## config.mk

```make
export PLATFORM = sky130hd
export DESIGN_NAME = argb_alpha_blend_over
export DESIGN_NICKNAME = d
export VERILOG_FILES = /design/src/abo_pkg.sv /design/src/abo_alpha.sv /design/src/abo_lane.sv /design/src/argb_alpha_blend_over.sv
export SDC_FILE = /design/constraint.sdc
export NUM_CORES = 2
export LEC_CHECK = 0
export BUFFER_PORTS_ARGS = -buffer_cell sky130_fd_sc_hd__buf_2
export CAP_MARGIN = 15
export CELL_PAD_IN_SITES_DETAIL_PLACEMENT = 1
export CELL_PAD_IN_SITES_GLOBAL_PLACEMENT = 1
export CORE_ASPECT_RATIO = 0.8
export CORE_MARGIN = 2
export CORE_UTILIZATION = 35
export DETAILED_ROUTE_END_ITERATION = 6
export HOLD_SLACK_MARGIN = 0.03
export PLACE_DENSITY_LB_ADDON = 0.1
export SYNTH_ARGS = -nofsm -noshare
export SYNTH_HDL_FRONTEND = slang
export SYNTH_HIERARCHICAL = 1
export SYNTH_SLANG_ARGS = --single-unit
```

## constraint.sdc

```tcl
create_clock -name clk_i -period 14.3 [get_ports clk_i]
set_input_delay 3.575 -clock clk_i [delete_from_list [all_inputs] [get_ports clk_i]]
set_output_delay 3.575 -clock clk_i [all_outputs]
set_load 0.1 [all_outputs]
```

## src/abo_pkg.sv

```systemverilog
// Shared constants for the ARGB over-blend pipeline.
`default_nettype none
package abo_pkg;

  localparam int unsigned ChW = 8;
  localparam logic [ChW-1:0] ChMax = 8'hFF;

  // Pipeline stage indexes; a stage register loads when its enable is high.
  localparam int unsigned StgIn      = 0;   // first products
  localparam int unsigned StgProd    = 1;   // cd*t, out alpha
  localparam int unsigned StgDiv255  = 2;   // reciprocal multiply for /255
  localparam int unsigned StgNum     = 3;   // numerator sum
  localparam int unsigned StgDivFirst = 4;  // first quotient bit (and saturation)
  localparam int unsigned DivBits    = 8;
  localparam int unsigned StgDivLast = StgDivFirst + DivBits - 1;
  localparam int unsigned StgOut     = StgDivLast + 1;
  localparam int unsigned NumStages  = StgOut + 1;

  // floor(x/255) = (x * Recip16) >> Recip16Sh, exact for x < 2^16
  localparam logic [15:0] Recip16   = 16'h8081;
  localparam int unsigned Recip16Sh = 23;
  // floor(x/255) = (x * Recip24) >> Recip24Sh, exact for x < 2^24
  localparam logic [23:0] Recip24   = 24'h808081;
  localparam int unsigned Recip24Sh = 31;

  localparam int unsigned NumW = 17;  // c_s*sa + floor(c_d*t/255) <= 130050

  typedef logic [NumStages-1:0] stage_en_t;
  typedef logic [ChW-1:0] chan_t;

endpackage
`default_nettype wire

```

## src/abo_alpha.sv

```systemverilog
// Combined alpha path: da*(255-sa), divide by 255, add sa, then delay line.
`default_nettype none
module abo_alpha import abo_pkg::*; (
  input  wire                     clk_i,
  input  stage_en_t               en_i,
  input  chan_t                   sa_i,
  input  chan_t                   da_i,
  output logic [15:0]             t_o,
  output chan_t [StgOut-1:StgProd] oa_o
);

  chan_t       sa_q;
  logic [15:0] t_q;
  logic [31:0] t_recip;
  chan_t [StgOut-1:StgProd] oa_q;

  assign t_recip = t_q * Recip16;

  always_ff @(posedge clk_i) begin
    if (en_i[StgIn]) begin
      sa_q <= sa_i;
      t_q  <= da_i * (ChMax - sa_i);
    end
  end

  // out alpha never exceeds 255, so the sum fits in eight bits
  always_ff @(posedge clk_i) begin
    if (en_i[StgProd]) begin
      oa_q[StgProd] <= sa_q + t_recip[Recip16Sh +: ChW];
    end
  end

  for (genvar s = StgProd + 1; s < StgOut; s++) begin : g_dly
    always_ff @(posedge clk_i) begin
      if (en_i[s]) begin
        oa_q[s] <= oa_q[s-1];
      end
    end
  end

  assign t_o  = t_q;
  assign oa_o = oa_q;

endmodule
`default_nettype wire

```

## src/abo_lane.sv

```systemverilog
// One color channel: numerator, then bit-per-stage restoring divide by alpha.
`default_nettype none
module abo_lane import abo_pkg::*; (
  input  wire                   clk_i,
  input  stage_en_t             en_i,
  input  chan_t                 cs_i,
  input  chan_t                 cd_i,
  input  chan_t                 sa_i,
  input  logic [15:0]           t_i,
  input  chan_t [DivBits-1:0]   oa_i,   // divisor seen by each divide step
  output chan_t                 q_o
);

  logic [15:0]     csa0_q, csa1_q, csa2_q;
  chan_t           cd0_q;
  logic [23:0]     p1_q;
  logic [47:0]     p_recip;
  logic [15:0]     d2_q;
  logic [NumW-1:0] num3_q;

  logic [NumW-1:0] rem_in [DivBits];
  logic [NumW-1:0] rem_q  [DivBits];
  chan_t           quo_in [DivBits];
  chan_t           quo_q  [DivBits];
  logic            sat_in [DivBits];
  logic            sat_q  [DivBits];

  assign p_recip = p1_q * Recip24;

  always_ff @(posedge clk_i) begin
    if (en_i[StgIn]) begin
      csa0_q <= cs_i * sa_i;
      cd0_q  <= cd_i;
    end
    if (en_i[StgProd]) begin
      csa1_q <= csa0_q;
      p1_q   <= cd0_q * t_i;
    end
    if (en_i[StgDiv255]) begin
      csa2_q <= csa1_q;
      d2_q   <= p_recip[Recip24Sh +: 16];
    end
    if (en_i[StgNum]) begin
      num3_q <= {1'b0, csa2_q} + {1'b0, d2_q};
    end
  end

  for (genvar j = 0; j < DivBits; j++) begin : g_div
    localparam int unsigned Bit = DivBits - 1 - j;
    logic [NumW-1:0] trial;

    if (j == 0) begin : g_first
      // quotient above 255 exactly when num >= oa * 256
      assign rem_in[j] = num3_q;
      assign quo_in[j] = '0;
      assign sat_in[j] = (num3_q >= (NumW'(oa_i[j]) << DivBits));
    end else begin : g_next
      assign rem_in[j] = rem_q[j-1];
      assign quo_in[j] = quo_q[j-1];
      assign sat_in[j] = sat_q[j-1];
    end

    assign trial = NumW'(oa_i[j]) << Bit;

    always_ff @(posedge clk_i) begin
      if (en_i[StgDivFirst + j]) begin
        sat_q[j] <= sat_in[j];
        if (rem_in[j] >= trial) begin
          rem_q[j] <= rem_in[j] - trial;
          quo_q[j] <= quo_in[j] | (chan_t'(1) << Bit);
        end else begin
          rem_q[j] <= rem_in[j];
          quo_q[j] <= quo_in[j];
        end
      end
    end
  end

  assign q_o = sat_q[DivBits-1] ? ChMax : quo_q[DivBits-1];

endmodule
`default_nettype wire

```

## src/argb_alpha_blend_over.sv

```systemverilog
// Top level: Porter-Duff over of straight-alpha ARGB8888 pixels, three color lanes.
//
// Usage:
//   Slave channel s_axis_*: one word per source/destination pixel pair,
//   tdata[31:0] = src_color, tdata[63:32] = dst_color.
//   Master channel m_axis_*: one word per input word, tdata[31:0] = out_color.
//   An accepted word reaches tvalid on the master side through 13 stages
//   (first products, cd*t and out alpha, /255 reciprocal multiply, numerator,
//   eight restoring divide steps of one quotient bit each, output register).
//   Throughput: one pixel per clock without output stalls; every stage is registered.
//   Red, green and blue each run in their own lane beside a shared alpha
//   path; the output stage merges them and forces zero when alpha is zero.
//   Stall: each stage takes a new word when it is empty or its successor
//   moves, so bubbles collapse and input is still accepted while the output
//   waits, until all 13 stages hold words.
//   Reset: clears all stage valid bits; no word is in flight afterwards.
`default_nettype none
module argb_alpha_blend_over import abo_pkg::*; (
  input  wire          clk_i,
  input  wire          rst_ni,
  input  wire          s_axis_tvalid_i,
  output logic         s_axis_tready_o,
  input  wire  [63:0]  s_axis_tdata_i,   // [31:0] src_color, [63:32] dst_color
  output logic         m_axis_tvalid_o,
  input  wire          m_axis_tready_i,
  output logic [31:0]  m_axis_tdata_o    // [31:0] out_color
);

  stage_en_t valid_q, valid_d, en;
  logic [31:0] src, dst;
  logic [15:0] t;
  chan_t [StgOut-1:StgProd] oa_pipe;
  chan_t q_r, q_g, q_b;
  logic [31:0] out_q;

  assign src = s_axis_tdata_i[31:0];
  assign dst = s_axis_tdata_i[63:32];

  // ready chain: a stage loads when empty or when its word moves on
  always_comb begin
    en[StgOut] = ~valid_q[StgOut] | m_axis_tready_i;
    for (int k = StgOut - 1; k >= 0; k--) begin
      en[k] = ~valid_q[k] | en[k+1];
    end
  end

  always_comb begin
    valid_d = valid_q;
    if (en[StgIn]) valid_d[StgIn] = s_axis_tvalid_i;
    for (int k = 1; k < NumStages; k++) begin
      if (en[k]) valid_d[k] = valid_q[k-1];
    end
  end

  always_ff @(posedge clk_i or negedge rst_ni) begin
    if (!rst_ni) begin
      valid_q <= '0;
    end else begin
      valid_q <= valid_d;
    end
  end

  abo_alpha u_alpha (
    .clk_i (clk_i),
    .en_i  (en),
    .sa_i  (src[31:24]),
    .da_i  (dst[31:24]),
    .t_o   (t),
    .oa_o  (oa_pipe)
  );

  abo_lane u_lane_r (
    .clk_i (clk_i),
    .en_i  (en),
    .cs_i  (src[23:16]),
    .cd_i  (dst[23:16]),
    .sa_i  (src[31:24]),
    .t_i   (t),
    .oa_i  (oa_pipe[StgDivLast-1:StgDivFirst-1]),
    .q_o   (q_r)
  );

  abo_lane u_lane_g (
    .clk_i (clk_i),
    .en_i  (en),
    .cs_i  (src[15:8]),
    .cd_i  (dst[15:8]),
    .sa_i  (src[31:24]),
    .t_i   (t),
    .oa_i  (oa_pipe[StgDivLast-1:StgDivFirst-1]),
    .q_o   (q_g)
  );

  abo_lane u_lane_b (
    .clk_i (clk_i),
    .en_i  (en),
    .cs_i  (src[7:0]),
    .cd_i  (dst[7:0]),
    .sa_i  (src[31:24]),
    .t_i   (t),
    .oa_i  (oa_pipe[StgDivLast-1:StgDivFirst-1]),
    .q_o   (q_b)
  );

  // merge: zero alpha means both pixels were transparent, so the word is zero
  always_ff @(posedge clk_i) begin
    if (en[StgOut]) begin
      if (oa_pipe[StgDivLast] == '0) begin
        out_q <= '0;
      end else begin
        out_q <= {oa_pipe[StgDivLast], q_r, q_g, q_b};
      end
    end
  end

  assign s_axis_tready_o = en[StgIn];
  assign m_axis_tvalid_o = valid_q[StgOut];
  assign m_axis_tdata_o  = out_q;

  a_full_when_blocked: assert property (@(posedge clk_i) disable iff (!rst_ni)
    !s_axis_tready_o |-> (&valid_q))
    else $error("input blocked while a pipeline stage is empty");

  a_accept_fills_first: assert property (@(posedge clk_i) disable iff (!rst_ni)
    (s_axis_tvalid_i && s_axis_tready_o) |=> valid_q[StgIn])
    else $error("accepted word did not enter the first stage");

  a_zero_alpha_zero_word: assert property (@(posedge clk_i) disable iff (!rst_ni)
    (m_axis_tvalid_o && m_axis_tdata_o[31:24] == 8'h00) |-> (m_axis_tdata_o == 32'h0))
    else $error("transparent result carries color bits");

  a_move_needs_room: assert property (@(posedge clk_i) disable iff (!rst_ni)
    (valid_q[StgDivLast] && valid_q[StgOut] && !m_axis_tready_i) |=>
      (valid_q[StgDivLast] && valid_q[StgOut]))
    else $error("word lost at the output merge");

endmodule
`default_nettype wire

```

# Yosys cells after proc, flatten, opt, wreduce, memory -nomap -nowiden
# Memories as Yosys holds them, arrays and structs flattened.
# Index checks and enable logic that the tools add are counted.
[classes]
addsub = 29
mul = 11
order_cmp = 27
n_mux = 211
bitwise_logic = 74
n_reduce_logical = 1
[ops]
columns = ["cell", "n"]
rows = [
  ["$mux W17", 24],
  ["$mux W8", 27],
  ["$mux W1", 160],
  ["$mul A24 B24 Y47 const B", 3],
  ["$mul A8 B16 Y24", 3],
  ["$or A1 B1 Y1", 61],
  ["$add A16 B16 Y17", 3],
  ["$ge A17 B10 Y1", 3],
  ["$ge A17 B11 Y1", 3],
  ["$ge A17 B12 Y1", 3],
  ["$ge A17 B13 Y1", 3],
  ["$ge A17 B14 Y1", 3],
  ["$ge A17 B15 Y1", 3],
  ["$ge A17 B16 Y1", 3],
  ["$ge A17 B8 Y1", 3],
  ["$ge A17 B9 Y1", 3],
  ["$sub A17 B10 Y17", 3],
  ["$sub A17 B11 Y17", 3],
  ["$sub A17 B12 Y17", 3],
  ["$sub A17 B13 Y17", 3],
  ["$sub A17 B14 Y17", 3],
  ["$sub A17 B15 Y17", 3],
  ["$sub A17 B8 Y17", 3],
  ["$sub A17 B9 Y17", 3],
  ["other kinds (7)", 21],
]
[word_totals]
reg_bits = 496
ramBits = 624
input_bits = 68
out_inout_bits = 34
word_cells = 410
mem_count = 9
[mem_list]
columns = ["memory", "words", "word_bits", "read_ports", "rd_clocked_by_memory_dff", "wr", "line", "source"]
rows = [
  ["u_lane_b.rem_q", 8, 17, 7, 0, 8, "abo_lane.sv:22", "logic [NumW-1:0] rem_q [DivBits];"],
  ["u_lane_g.rem_q", 8, 17, 7, 0, 8, "abo_lane.sv:22", ""],
  ["u_lane_r.rem_q", 8, 17, 7, 0, 8, "abo_lane.sv:22", ""],
  ["u_lane_b.quo_q", 8, 8, 8, 0, 8, "abo_lane.sv:24", "chan_t quo_q [DivBits];"],
  ["u_lane_g.quo_q", 8, 8, 8, 0, 8, "abo_lane.sv:24", ""],
  ["u_lane_r.quo_q", 8, 8, 8, 0, 8, "abo_lane.sv:24", ""],
  ["+3 memories", "-", "-", "-", "-", "-", "-", ""],
]

# Depth between registers and ports, before layout
[depth]
depth_word = 14
mapped_depth = 20
ltp_nobuf = 20

# Hierarchy
# Netlist, hierarchy kept.
[by_module_without_submodules]
columns = ["module", "n_inst", "cells_each", "area_each_um2"]
rows = [
  ["abo_lane (u_lane_r)", 1, 2116, 22880.7],
  ["abo_lane (u_lane_b)", 1, 2087, 22654.2],
  ["abo_lane (u_lane_g)", 1, 2081, 22615.4],
  ["abo_alpha", 1, 533, 7080.5],
  ["argb_alpha_blend_over", 1, 119, 1742.9],
]

# Worst setup path before layout
# Ideal clock, no wire load.
[synth_path]
path_type = "input to output"
start = "input port m_axis_tready_i"
end = "output port s_axis_tready_o"
arrival_ns = 6.781
required_ns = 10.725
setup_slack_ns = 3.944
stages = 4
path_buffers = 1
cell_sequence = "nand4b_4 > nor2_1 > buf_4 > nand2_1"
[synth_between]
elab_chain_len = 13
[synth_lines]
columns = ["element", "line", "source"]
rows = [
  ["from (decl)", "argb_alpha_blend_over.sv:25", "input wire m_axis_tready_i,"],
  ["$or A1 B1 Y1", "argb_alpha_blend_over.sv:41", "en[StgOut] = ~valid_q[StgOut] | m_axis_tready_i;"],
  ["$or A1 B1 Y1 (12 in a row)", "argb_alpha_blend_over.sv:43", "en[k] = ~valid_q[k] | en[k+1];"],
  ["to (decl)", "argb_alpha_blend_over.sv:22", "output logic s_axis_tready_o,"],
]
# Every way passes these cells.

# Final worst setup path
[layout_path]
start = "input port m_axis_tready_i"
end = "output port s_axis_tready_o"
[layout_between]
elab_chain_len = 13
[layout_lines]
columns = ["element", "line", "source"]
rows = [
  ["$or A1 B1 Y1", "argb_alpha_blend_over.sv:41", ""],
  ["$or A1 B1 Y1 (2 in a row)", "argb_alpha_blend_over.sv:43", ""],
  ["named net en[10]", "argb_alpha_blend_over.sv:29", "stage_en_t valid_q, valid_d, en;"],
  ["$or A1 B1 Y1 (10 in a row)", "argb_alpha_blend_over.sv:43", ""],
]
# The timed path passes the listed nets, and every way through them passes these cells.

==> impl_metrics.toml <==
[synth]
synth_top_area_share_pct = 37.9
synth_cell_types = 111
muxShareOfSynthArea_pct = 0.686
yosys-top-cells-area = "edfxtp_1 (38%), ha_1 (18%), fa_1 (12%), inv_1 (5.5%), and2_1 (3.7%)"
ys_ff_latch = 985
yosys_warnings = 6
netlist.top_cell.by_area = "edfxtp_1"
syn_inst = 6936
yosysMostFrequentCell = "inv_1"
synth.avg_cell_area_sq_um = 11.1
synthTopCellsByCount = "inv_1 (1134), ha_1 (1123), edfxtp_1 (972)"
synth-edff-count = 972
syn_area_sq_um = 77000
synth-async-reset-ratio_pct = 1.32
synth_simple_gate_area_share_pct = 12.8
synth_seq_area_share_pct = 38.3
synth_flop_cell = "edfxtp_1"
synth-compound-area-share_pct = 7.49
synthAdderAreaFrac_pct = 30.5
synth_top_family_by_area = "adder cells"
synth_xor_area_share_pct = 4.18
syn-num-nets = 8597

[global_route]
grt_antenna_before_repair = 12
grt_pass1_wl_microns = 308000
overflow = 0
grt_max_degree = 129
grt_util_all_layers_pct = 17.6
grt_pass1_vias = 53571

[timing]
tns_ns = 0
hold_viol = 0
fin_ws_ns = 5.09
tightest_slew_ns = 1.01
timing.final.crit_share_pct = 64.4
setup_violations = 0
skew_ns = 0.0498
rsz0062_at_grt = "no"
clock.fmax_mhz = 109
period_needed_ns = 9.21
slew_headroom_pct = 32.0
slew_violations = 0

[drt]
dr.pass1.iters = 5
vias = 49283
drc = 0
avgViaCountPerCell = 4.90
wl_per_cell_microns = 19.4
detail-route-antenna-nets = 0
drt_wl_total_microns = 195000
drt-initial-drc-count = 1991

[die]
io_pins = 102
coreArea_sq_um = 218000
std_cell_rows = 153
dieArea_sq_um = 224000
die_y_microns = 423
die_w_microns = 528
initial_core_util_pct = 35.3

[clocking]
clock_latency_ns = 0.75
hold_buffers = 0
cts.sinks = 985
h-tree-depth = 3
post_cts_buffers = 0
cts_tree = "built"
cts_root_buf = "clkbuf_16"
clock_path_buffers = 3
cts.clk_slew.worst_paths_ns = 0.06
cts.repair.resized = 0
cts_buffers = 111

[place]
place_congestion = 0.815
placed_cell_area_sq_um = 81100
portBuffers = 101
place_hpwl_microns = 153000
pre_cts_ws_ns = 4.98

[run_status]
status = "complete, no violations"

[layout]
drive_above_1_share_pct = 6.46
final_nets = 8758
design_area_sq_um = 84800
area_growth_pct = 10.2

[worst_setup_path]
endpoint_kind = "output port"
cp-start-kind = "input port"
arrival_ns = 5.64
path_class = "in -> out"
path_max_fanout = 45
required_ns = 10.72

[min_path]
min_path_type = "reg -> reg"

[job]
max-cap-violations = 0
-- worst max-delay path, cell delays in order --
cell      delay (ns)
buf_2           0.09
nand4b_4        0.12
buf_4           0.50
nor2_1          0.11
buf_4           0.23
nand2_4         0.44
buf_2           0.54
-- path summary, 6_finish.rpt --
path	cells past startpoint	startpoint	end	slack, ns
max	7	m_axis_tready_i	s_axis_tready_o	5.09
min	0	u_lane_g/csa1_q[4]	u_lane_g/csa2_q[4]	0.39
max reg2reg	18	u_lane_g/cd0_q[2]	u_lane_g/p1_q[23]	8.46
min reg2reg	0	u_lane_g/csa1_q[4]	u_lane_g/csa2_q[4]	0.39
max in group asynchronous	1	rst_ni	valid_q[8]	11.37
min in group asynchronous	1	rst_ni	valid_q[1]	2.70
-- sequential cells by signal, summed over array words and instances (netlist names), 17 cells and up --
| name | flops |
|---|---|
| u_lane_r/p1_q | 24 |
| u_lane_b/num3_q | 17 |
| u_lane_b/quo_q | 36 |
| u_lane_r/quo_q | 36 |
| u_lane_g/quo_q | 36 |
| u_lane_r/rem_q | 119 |
| u_lane_g/num3_q | 17 |
| u_lane_r/num3_q | 17 |
| u_lane_g/rem_q | 119 |
| u_lane_b/p1_q | 24 |
| u_lane_g/p1_q | 24 |
| u_lane_b/rem_q | 119 |
| u_alpha/oa_o | 88 |
| m_axis_tdata_o | 32 |
-- per-layer routing --
| layer | wire length (microns) | GRT usage (%) | vias up |
|---|---|---|---|
| li1 | - | - | 24048 |
| met1 | 93900 | 24.0 | 24616 |
| met3 | 4560 | 1.91 | 185 |
| met2 | 92800 | 30.1 | 434 |
| met5 | 0 | 0 | - |
| met4 | 3770 | 3.73 | 0 |
-- cells in the final DEF, fill, tap and decap left out, drive strengths merged, types with 17 or more instances in the layout --
master	synthesis	final
inv	1135	1140
ha	1123	1123
edfxtp	972	972
fa	470	470
and2	459	459
nand2	406	406
nor2	285	285
a21oi	255	255
xnor2	234	234
o21ai	228	228
buf	18	145
xor2	133	133
nor2b	129	129
clkbuf	79	122
nor3	106	106
a21o	86	86
nand3	73	73
nand2b	72	72
a21boi	64	64
nand4	62	62
nor4	49	49
clkinv	0	48
o21a	44	44
or2	38	38
or3	33	33
mux2	30	30
o31ai	27	27
and3	24	24
a211oi	22	22
a31oi	22	22
nor4b	21	21
mux2i	19	19
o211ai	17	17
-- per-stage QoR --
stage | hold WS (ns) | util [%] | instances
after CTS | 0.391 | 38.9 | 10052
after global placement | 0.401 | 37.2 | 9849
after detailed placement | 0.406 | 37.2 | 9849
final | 0.390 | 38.9 | 10058
after global routing | 0.392 | 38.9 | 10056
after floorplan | 0.400 | - | 6936
-- cells by family (layout without fill, tap and decap cells) --
family                   after synthesis  count (layout)
AND/OR/NAND/NOR                     1825            1825
AO/OA/AOI/OAI                        885             885
XOR/XNOR                             367             367
multiplexers                          49              49
other                                  0               4
adder cells (fa/ha/maj)             1593            1593
buffers and inverters               1232            1483
flip-flops                           985             985
-- layout make-up --
type,instances,area (sq um)
diodes,4,10.0
clock buffers,122,2840
clock inverters,81,915
fillers,23731,133000
inverters,1135,4260
multi-input cells,4719,42900
flip-flops and latches,985,29500
well taps,2867,3590
repair buffers,145,848
Power is not shown: default switching activity piles up to over one toggle a cycle in this logic, so the estimate is an artifact.
